--- src/rtl/asfl_pkg.sv ---
// asfl_pkg: shared types and constants of the actuator safety fault latch
// transaction structs, command codes, register map and parameter defaults
// no dependencies
`default_nettype none
package asfl_pkg;

	localparam int unsigned JOINT_CHANNELS_DFLT = 16;
	localparam int unsigned MOTOR_CHANNELS_DFLT = 16;

	localparam logic [1:0] CMD_JOINT = 2'd0;
	localparam logic [1:0] CMD_MOTOR = 2'd1;
	localparam logic [1:0] CMD_EXTRA = 2'd2;

	localparam logic [1:0] EXCEED_MAX = 2'd3;

	localparam int unsigned CFG_AW = 3;
	localparam logic REG_SAT_LIMIT = 1'b0;
	localparam logic [31:0] SAT_LIMIT_RST = 32'd1000;

	typedef struct packed {
		logic [1:0]          cmd;
		logic [3:0]          channel;
		logic signed [15:0]  sample_value;
		logic [14:0]         channel_limit;
		logic [31:0]         now_ticks;
		logic                safe_flag;
	} asfl_in_t;

	typedef struct packed {
		logic enable;
		logic fault;
	} asfl_out_t;

endpackage
`default_nettype wire

--- src/rtl/asfl_ram.sv ---
// asfl_ram: generic single-write, single-read RAM with registered read data
// no package dependencies
`default_nettype none
module asfl_ram #(
	parameter int unsigned WIDTH = 8,
	parameter int unsigned DEPTH = 16
) (
	input  wire logic                                   clk,
	input  wire logic                                   we,
	input  wire logic [(DEPTH > 1 ? $clog2(DEPTH) : 1)-1:0] waddr,
	input  wire logic [WIDTH-1:0]                       wdata,
	input  wire logic [(DEPTH > 1 ? $clog2(DEPTH) : 1)-1:0] raddr,
	output logic      [WIDTH-1:0]                       rdata
);
	logic [WIDTH-1:0] mem [DEPTH];

	always_ff @(posedge clk) begin
		if (we) begin
			mem[waddr] <= wdata;
		end
		rdata <= mem[raddr];
	end

endmodule
`default_nettype wire

--- src/rtl/asfl_cfg.sv ---
// asfl_cfg: apb register file holding the saturation time limit
// depends on asfl_pkg
`default_nettype none
module asfl_cfg (
	input  wire logic                         clk,
	input  wire logic                         arst_n,
	input  wire logic                         psel,
	input  wire logic                         penable,
	input  wire logic                         pwrite,
	input  wire logic [asfl_pkg::CFG_AW-1:0]  paddr,
	input  wire logic [31:0]                  pwdata,
	output logic      [31:0]                  prdata,
	output logic                              pready,
	output logic      [31:0]                  sat_time_limit
);
	import asfl_pkg::*;

	logic        wr_en;
	logic        hit;
	logic [31:0] limit_q;

	assign pready = 1'b1;
	assign hit    = (paddr[CFG_AW-1] == REG_SAT_LIMIT);
	assign wr_en  = psel && penable && pwrite && pready && hit;

	always_ff @(posedge clk or negedge arst_n) begin
		if (!arst_n) begin
			limit_q <= SAT_LIMIT_RST;
		end else if (wr_en) begin
			limit_q <= pwdata;
		end
	end

	assign prdata         = hit ? limit_q : 32'd0;
	assign sat_time_limit = limit_q;

endmodule
`default_nettype wire

--- src/rtl/actuator_safety_fault_latch_top.sv ---
// Actuator safety fault latch: one sample per cycle in, one transaction out per sample.
// A sample is registered, checked against its channel's state in the following cycle and
// its enable/fault flags land in an output register once that register is free, so
// result_valid comes straight from the output register, and the block sustains one sample
// every cycle while result_ready is held high. The rate rests on the read-modify-write of
// the per-channel exceedance counts and saturation timestamps, which sit in two small RAMs
// read at the accepted sample's channel, or the held one's, with write forwarding.
// Reset clears the fault latch and all channel state; the latch stays set until reset.
// depends on asfl_pkg, asfl_ram, asfl_cfg
`default_nettype none
module actuator_safety_fault_latch_top #(
	parameter int unsigned JOINT_CHANNELS = asfl_pkg::JOINT_CHANNELS_DFLT,
	parameter int unsigned MOTOR_CHANNELS = asfl_pkg::MOTOR_CHANNELS_DFLT
) (
	input  wire logic                         clk,
	input  wire logic                         arst_n,
	input  wire logic                         sample_valid,
	output logic                              sample_ready,
	input  wire asfl_pkg::asfl_in_t           sample,
	output logic                              result_valid,
	input  wire logic                         result_ready,
	output asfl_pkg::asfl_out_t               result,
	input  wire logic                         psel,
	input  wire logic                         penable,
	input  wire logic                         pwrite,
	input  wire logic [asfl_pkg::CFG_AW-1:0]  paddr,
	input  wire logic [31:0]                  pwdata,
	output logic      [31:0]                  prdata,
	output logic                              pready
);
	import asfl_pkg::*;

	localparam int unsigned JAW = JOINT_CHANNELS > 1 ? $clog2(JOINT_CHANNELS) : 1;
	localparam int unsigned MAW = MOTOR_CHANNELS > 1 ? $clog2(MOTOR_CHANNELS) : 1;

	logic [31:0] sat_time_limit;

	asfl_cfg u_cfg (
		.clk            (clk),
		.arst_n         (arst_n),
		.psel           (psel),
		.penable        (penable),
		.pwrite         (pwrite),
		.paddr          (paddr),
		.pwdata         (pwdata),
		.prdata         (prdata),
		.pready         (pready),
		.sat_time_limit (sat_time_limit)
	);

	// input stage
	logic      s1_valid_q;
	asfl_in_t  s1_q;
	logic      adv;
	logic      sample_acc;
	logic      fault_q;
	logic      out_valid_q;
	asfl_out_t out_q;

	assign adv          = s1_valid_q && (!out_valid_q || result_ready);
	assign sample_ready = !s1_valid_q || adv;
	assign sample_acc   = sample_valid && sample_ready;

	always_ff @(posedge clk or negedge arst_n) begin
		if (!arst_n) begin
			s1_valid_q <= 1'b0;
		end else if (sample_ready) begin
			s1_valid_q <= sample_valid;
		end
	end

	always_ff @(posedge clk) begin
		if (sample_acc) begin
			s1_q <= sample;
		end
	end

	// channel addressing
	logic [6:0]     in_ch7;
	logic [6:0]     s1_ch7;
	logic [JAW-1:0] j_raddr;
	logic [JAW-1:0] j_addr;
	logic [MAW-1:0] m_raddr;
	logic [MAW-1:0] m_addr;
	logic           j_inrange;
	logic           m_inrange;

	assign in_ch7    = {3'b000, sample.channel};
	assign s1_ch7    = {3'b000, s1_q.channel};
	assign j_raddr   = sample_ready ? in_ch7[JAW-1:0] : s1_ch7[JAW-1:0];
	assign m_raddr   = sample_ready ? in_ch7[MAW-1:0] : s1_ch7[MAW-1:0];
	assign j_addr    = s1_ch7[JAW-1:0];
	assign m_addr    = s1_ch7[MAW-1:0];
	assign j_inrange = s1_ch7 < 7'(JOINT_CHANNELS);
	assign m_inrange = s1_ch7 < 7'(MOTOR_CHANNELS);

	// exceedance counts
	logic                      j_we;
	logic [1:0]                j_wdata;
	logic [1:0]                j_rdata;
	logic                      j_fwd_q;
	logic [1:0]                j_fwd_data_q;
	logic [JOINT_CHANNELS-1:0] j_vld_q;
	logic [1:0]                j_cnt;

	asfl_ram #(.WIDTH(2), .DEPTH(JOINT_CHANNELS)) u_jnt_ram (
		.clk   (clk),
		.we    (j_we),
		.waddr (j_addr),
		.wdata (j_wdata),
		.raddr (j_raddr),
		.rdata (j_rdata)
	);

	// saturation start times
	logic                      m_we;
	logic [31:0]               m_rdata;
	logic                      m_fwd_q;
	logic [31:0]               m_fwd_data_q;
	logic [MOTOR_CHANNELS-1:0] sat_act_q;
	logic [31:0]               sat_start;
	logic                      sat_act_next;

	asfl_ram #(.WIDTH(32), .DEPTH(MOTOR_CHANNELS)) u_mtr_ram (
		.clk   (clk),
		.we    (m_we),
		.waddr (m_addr),
		.wdata (s1_q.now_ticks),
		.raddr (m_raddr),
		.rdata (m_rdata)
	);

	always_ff @(posedge clk or negedge arst_n) begin
		if (!arst_n) begin
			j_fwd_q <= 1'b0;
			m_fwd_q <= 1'b0;
		end else begin
			j_fwd_q <= j_we && (j_addr == j_raddr);
			m_fwd_q <= m_we && (m_addr == m_raddr);
		end
	end

	always_ff @(posedge clk) begin
		j_fwd_data_q <= j_wdata;
		m_fwd_data_q <= s1_q.now_ticks;
	end

	// sample evaluation
	logic [14:0] mag;
	logic [15:0] neg_val;
	logic        over_lim;
	logic        at_lim;
	logic        sat_hold;
	logic [31:0] elapsed;
	logic        fault_set;
	logic        fault_next;
	logic        j_wr;
	logic        m_wr;

	assign neg_val   = 16'(~s1_q.sample_value + 16'sd1);
	assign j_cnt     = !j_vld_q[j_addr] ? 2'd0 : (j_fwd_q ? j_fwd_data_q : j_rdata);
	assign sat_start = m_fwd_q ? m_fwd_data_q : m_rdata;
	assign over_lim  = mag > s1_q.channel_limit;
	assign at_lim    = mag >= s1_q.channel_limit;
	assign sat_hold  = sat_act_q[m_addr] && at_lim;
	assign elapsed   = sat_hold ? (s1_q.now_ticks - sat_start) : 32'd0;

	always_comb begin
		if (s1_q.sample_value == -16'sd32768) begin
			mag = 15'h7fff;
		end else if (s1_q.sample_value[15]) begin
			mag = neg_val[14:0];
		end else begin
			mag = s1_q.sample_value[14:0];
		end
	end

	always_comb begin
		fault_set    = 1'b0;
		j_wr         = 1'b0;
		j_wdata      = 2'd0;
		m_wr         = 1'b0;
		sat_act_next = at_lim;
		case (s1_q.cmd)
			CMD_JOINT: begin
				if (j_inrange) begin
					if (over_lim) begin
						if (!fault_q) begin
							if (j_cnt == EXCEED_MAX) begin
								fault_set = 1'b1;
							end else begin
								j_wr    = 1'b1;
								j_wdata = j_cnt + 2'd1;
							end
						end
					end else begin
						j_wr = 1'b1;
					end
				end
			end
			CMD_MOTOR: begin
				if (m_inrange) begin
					m_wr = !sat_hold;
					if (elapsed >= sat_time_limit) begin
						fault_set = 1'b1;
					end
				end
			end
			CMD_EXTRA: begin
				fault_set = !s1_q.safe_flag;
			end
			default: begin
				fault_set = 1'b0;
			end
		endcase
	end

	assign j_we       = adv && j_wr;
	assign m_we       = adv && m_wr;
	assign fault_next = fault_q || fault_set;

	always_ff @(posedge clk or negedge arst_n) begin
		if (!arst_n) begin
			fault_q   <= 1'b0;
			j_vld_q   <= '0;
			sat_act_q <= '0;
		end else if (adv) begin
			fault_q <= fault_next;
			if (j_wr) begin
				j_vld_q[j_addr] <= 1'b1;
			end
			if (m_wr) begin
				sat_act_q[m_addr] <= sat_act_next;
			end
		end
	end

	// output register
	always_ff @(posedge clk or negedge arst_n) begin
		if (!arst_n) begin
			out_valid_q <= 1'b0;
		end else if (adv) begin
			out_valid_q <= 1'b1;
		end else if (result_ready) begin
			out_valid_q <= 1'b0;
		end
	end

	always_ff @(posedge clk) begin
		if (adv) begin
			out_q.enable <= !fault_next;
			out_q.fault  <= fault_next;
		end
	end

	assign result_valid = out_valid_q;
	assign result       = out_q;

endmodule
`default_nettype wire

--- config.mk ---
export PLATFORM = sky130hd
export DESIGN_NAME = actuator_safety_fault_latch_top
export DESIGN_NICKNAME = d
export VERILOG_FILES = /design/src/rtl/asfl_pkg.sv /design/src/rtl/asfl_ram.sv /design/src/rtl/asfl_cfg.sv /design/src/rtl/actuator_safety_fault_latch_top.sv
export SDC_FILE = /design/constraint.sdc
export NUM_CORES = 1
export LEC_CHECK = 0
export BUFFER_PORTS_ARGS = -buffer_cell sky130_fd_sc_hd__buf_2
export CAP_MARGIN = 20
export CELL_PAD_IN_SITES_DETAIL_PLACEMENT = 1
export CELL_PAD_IN_SITES_GLOBAL_PLACEMENT = 2
export CORE_ASPECT_RATIO = 1.5
export CORE_MARGIN = 2
export CORE_UTILIZATION = 42
export DETAILED_ROUTE_END_ITERATION = 10
export PLACE_DENSITY = 0.81
export SYNTH_ARGS = -nofsm -noshare
export SYNTH_HDL_FRONTEND = slang
export SYNTH_SLANG_ARGS = --single-unit
--- constraint.sdc ---
create_clock -name clk -period 6.5 [get_ports clk]
set_input_delay 1.3 -clock clk [delete_from_list [all_inputs] [get_ports clk]]
set_output_delay 1.3 -clock clk [all_outputs]
set_load 0.03 [all_outputs]
==> flow_metrics.tcl <==
set metrics [dict create \
    syn_area_sq_mm 0.0313 \
    yosys.area.top_type "edfxtp_1" \
    drtIter0Drc 1426 \
    critPathTopFamily "simple AND/OR/NAND/NOR gates" \
    num_antenna_cells 0 \
    crit_path_max_incr_delay_ns 0.50 \
    dpl.hpwl_um 48000 \
    yosysMostFrequentCell "edfxtp_1" \
    clock-sinks 753 \
    routed_via_density 5.66 \
    dr_total_vias 17700 \
    grt_pass1_vias 19600 \
    synthTopCellsByCount "edfxtp_1, mux4_2, nand2_1, nor2_1, ha_1" \
    powerDensity_mw_per_mm2 316 \
    pre_cts_ws_ns 0.121 \
    setup_slack_ns 0.385 \
    antenna_found_initial 3 \
    critPathArrivalTime_ns 6.49 \
    drv_slew 0 \
    min_path_type "flip-flop to flip-flop" \
    final_util_pct 48.9 \
    cap_violations 0 \
    grt_pass1_wl_um 119000 \
    cp.buffers_inverters 3 \
    criticalPathCategory "flip-flop to flip-flop" \
    dieArea_sq_mm 0.0768 \
    die_w_um 227 \
    ios 149 \
    die-height_um 338 \
    cts_tree "built" \
    p_leak_nw 12.8 \
    rsz0062_at_grt "false" \
    setup_violations 0 \
    place.gp.congestion 0.814 \
    synth_cells 1904 \
    yosysSeqAreaShare_pct 69.0 \
    cts_max_level 3 \
    syn_avg_cell_area_sq_um 16.4 \
    fin_setup_tns_ns 0 \
    synth_edf_count 616 \
    nFillCells 7015 \
    wire_per_inst_um 25.3 \
    start_kind "flip-flop" \
    tightest_slew_ns 0.816 \
    finalCritPeriodShare_pct 94.1 \
    yosysWarnings 0 \
    multi_input_area_sq_mm 0.00929 \
    ff_latch_area_sq_mm 0.0216 \
    root_buffer "clkbuf_16" \
    nets 2275 \
    clk-insertion-delay-late_ns 0.64 \
    path_clk_slew_ns 0.07 \
    async_flop_share_pct 9.16 \
    required_ns 6.87 \
    core_sq_mm 0.0737 \
    ir_worst_vdd_uv 203 \
    finalCriticalPeriod_ns 6.12 \
    max_freq_mhz 164 \
    routed_wl_um 79400 \
    grtUsageTotal_pct 21.0 \
    fin_worst_skew_ns 0.0279 \
    synth_top_area_share_pct 59.1 \
    drcViolationCount 0 \
    synth_nets 2097 \
    synth_cell_type_count 66 \
    numPortBuffers 145 \
    grt_overflow 0 \
    ys.flop_type "edfxtp_1" \
    slew_headroom_pct 45.6 \
    firstDrtPassIters 5 \
    clock_path_buffers 3 \
    ys_ff_latch 753 \
    syn2layout_area_growth_pct 15.2 \
    cts_buffers 74 \
    cts_setup_buffers 0 \
    cts_hold_buf 0 \
    path_max_fanout 28 \
    drive_gt1_share_pct 25.6 \
    cp-end-kind "flip-flop" \
    hold_viol 0 \
    status "finished, final reports clean" \
    route.antenna.remaining_nets 0 \
    grt_max_degree 70 \
    cp_slowest_cell "or3b_4" \
    initial_core_util_pct 42.5 \
    row_count 122 \
    synthTopCellsByArea "edfxtp_1, mux4_2, dfrtp_1" \
]
-- worst register-to-register path, cell delays in order (launching register included) --
cell and delay, ns:
edfxtp_1 0.39, inv_1 0.12, ha_1 0.18, nand2_1 0.09
or3_4 0.35, or3_4 0.39, or3_1 0.37, or3b_4 0.50
and2_1 0.20, ha_1 0.28, and4_1 0.20, nand2_1 0.12
nor3_2 0.06, nor3_2 0.38, a21o_2 0.31, buf_12 0.21
a21oi_1 0.08, ha_1 0.18, a21o_1 0.15, a221oi_1 0.31
o21ai_0 0.14, a21oi_1 0.17, o211ai_1 0.13, buf_4 0.18
a31oi_1 0.26, a21oi_1 0.11
-- layout by cell type, fill, tap and decap left out, types with 13 or more instances in the layout --
cell type,instances
nor2_1,83
mux2i_1,35
clkbuf_1,13
a211oi_1,36
a21o_1,29
dfxtp_1,68
buf_4,31
buf_12,17
a21oi_1,71
clkbuf_16,75
nand3_1,19
o21ai_0,36
buf_2,144
dfrtp_1,62
and2_1,39
nand4_1,17
ha_1,80
xor2_1,26
nor3_1,20
clkinv_2,15
a31oi_1,39
inv_1,59
nand2_1,122
mux4_2,145
edfxtp_1,616
mux2_2,37
-- metrics by stage --
stage          total power (W)  cell area [sq um]  hold WS, ns  cells
2_1_floorplan          0.00666              31300        0.431   1904
3_3_place_gp           0.00712              33600        0.442   2997
3_5_place_dp           0.00719              33600        0.454   2997
4_1_cts                 0.0115              36000        0.469   3134
5_1_grt                 0.0118              36100        0.492   3135
6_report                0.0114              36100        0.465   3135
-- per-layer routing --
layer,vias up,track usage [%],part of all wire [%]
met5,-,0,0.029
met4,4,8.40,3.4
met3,151,3.33,5.6
met2,585,36.6,51
met1,9213,25.9,40
li1,7787,-,-
-- final timing paths --
path / start / end / slack [ns] / depth (start not counted)
worst max-delay path: s1_q[49] / result[0] / 0.38 / 25
worst min-delay path: j_vld_q[5] / j_vld_q[5] / 0.46 / 1
worst max register to register: s1_q[49] / result[0] / 0.38 / 25
worst min register to register: j_vld_q[5] / j_vld_q[5] / 0.46 / 1
max in group asynchronous: arst_n / u_cfg.sat_time_limit[3] / 5.14 / 2
min in group asynchronous: arst_n / j_fwd_q / 0.66 / 1
-- registers in the layout, indices dropped and copies added (netlist names) --
signal / cells
u_mtr_ram.mem: 512
s1_q: 66
m_fwd_data_q: 32
u_cfg.sat_time_limit: 32
u_jnt_ram.mem: 32
u_mtr_ram.rdata: 32
j_vld_q: 16
sat_act_q: 16
j_addr: 4
j_fwd_data_q: 2
result: 2
u_jnt_ram.rdata: 2
fault_q: 1
j_fwd_q: 1
m_fwd_q: 1
result_valid: 1
s1_valid_q: 1
-- power by group --
part           total, W  switching, W  internal, W
logic           0.00151      0.000887     0.000625
registers       0.00557      0.000152      0.00542
clock network   0.00431       0.00188      0.00243
-- kinds of logic after synthesis --
group / Yosys count / synth area share [%]
XOR/XNOR: 38 / 1.06
flip-flops: 753 / 69.0
AND/OR/NAND/NOR: 380 / 5.83
adder cells (fa/ha/maj): 81 / 3.26
buffers and inverters: 149 / 1.93
multiplexers: 222 / 13.1
AO/OA/AOI/OAI: 280 / 5.89
other: 1 / 0.0120
-- repair_timing --
action,4_1_cts,5_1_grt
gates resized for setup,0,5
endpoints found under the hold margin,0,0
setup endpoints to repair,0,3
-- layout make-up --
type	instances	area share, %
inverters	59	0.614
clock inverters	42	1.15
repair buffers	192	3.59
well taps	992	3.44
multi-input cells	1002	25.7
flip-flops and latches	753	59.9
clock buffers	95	5.60
Power figures use the tool's default switching activity.
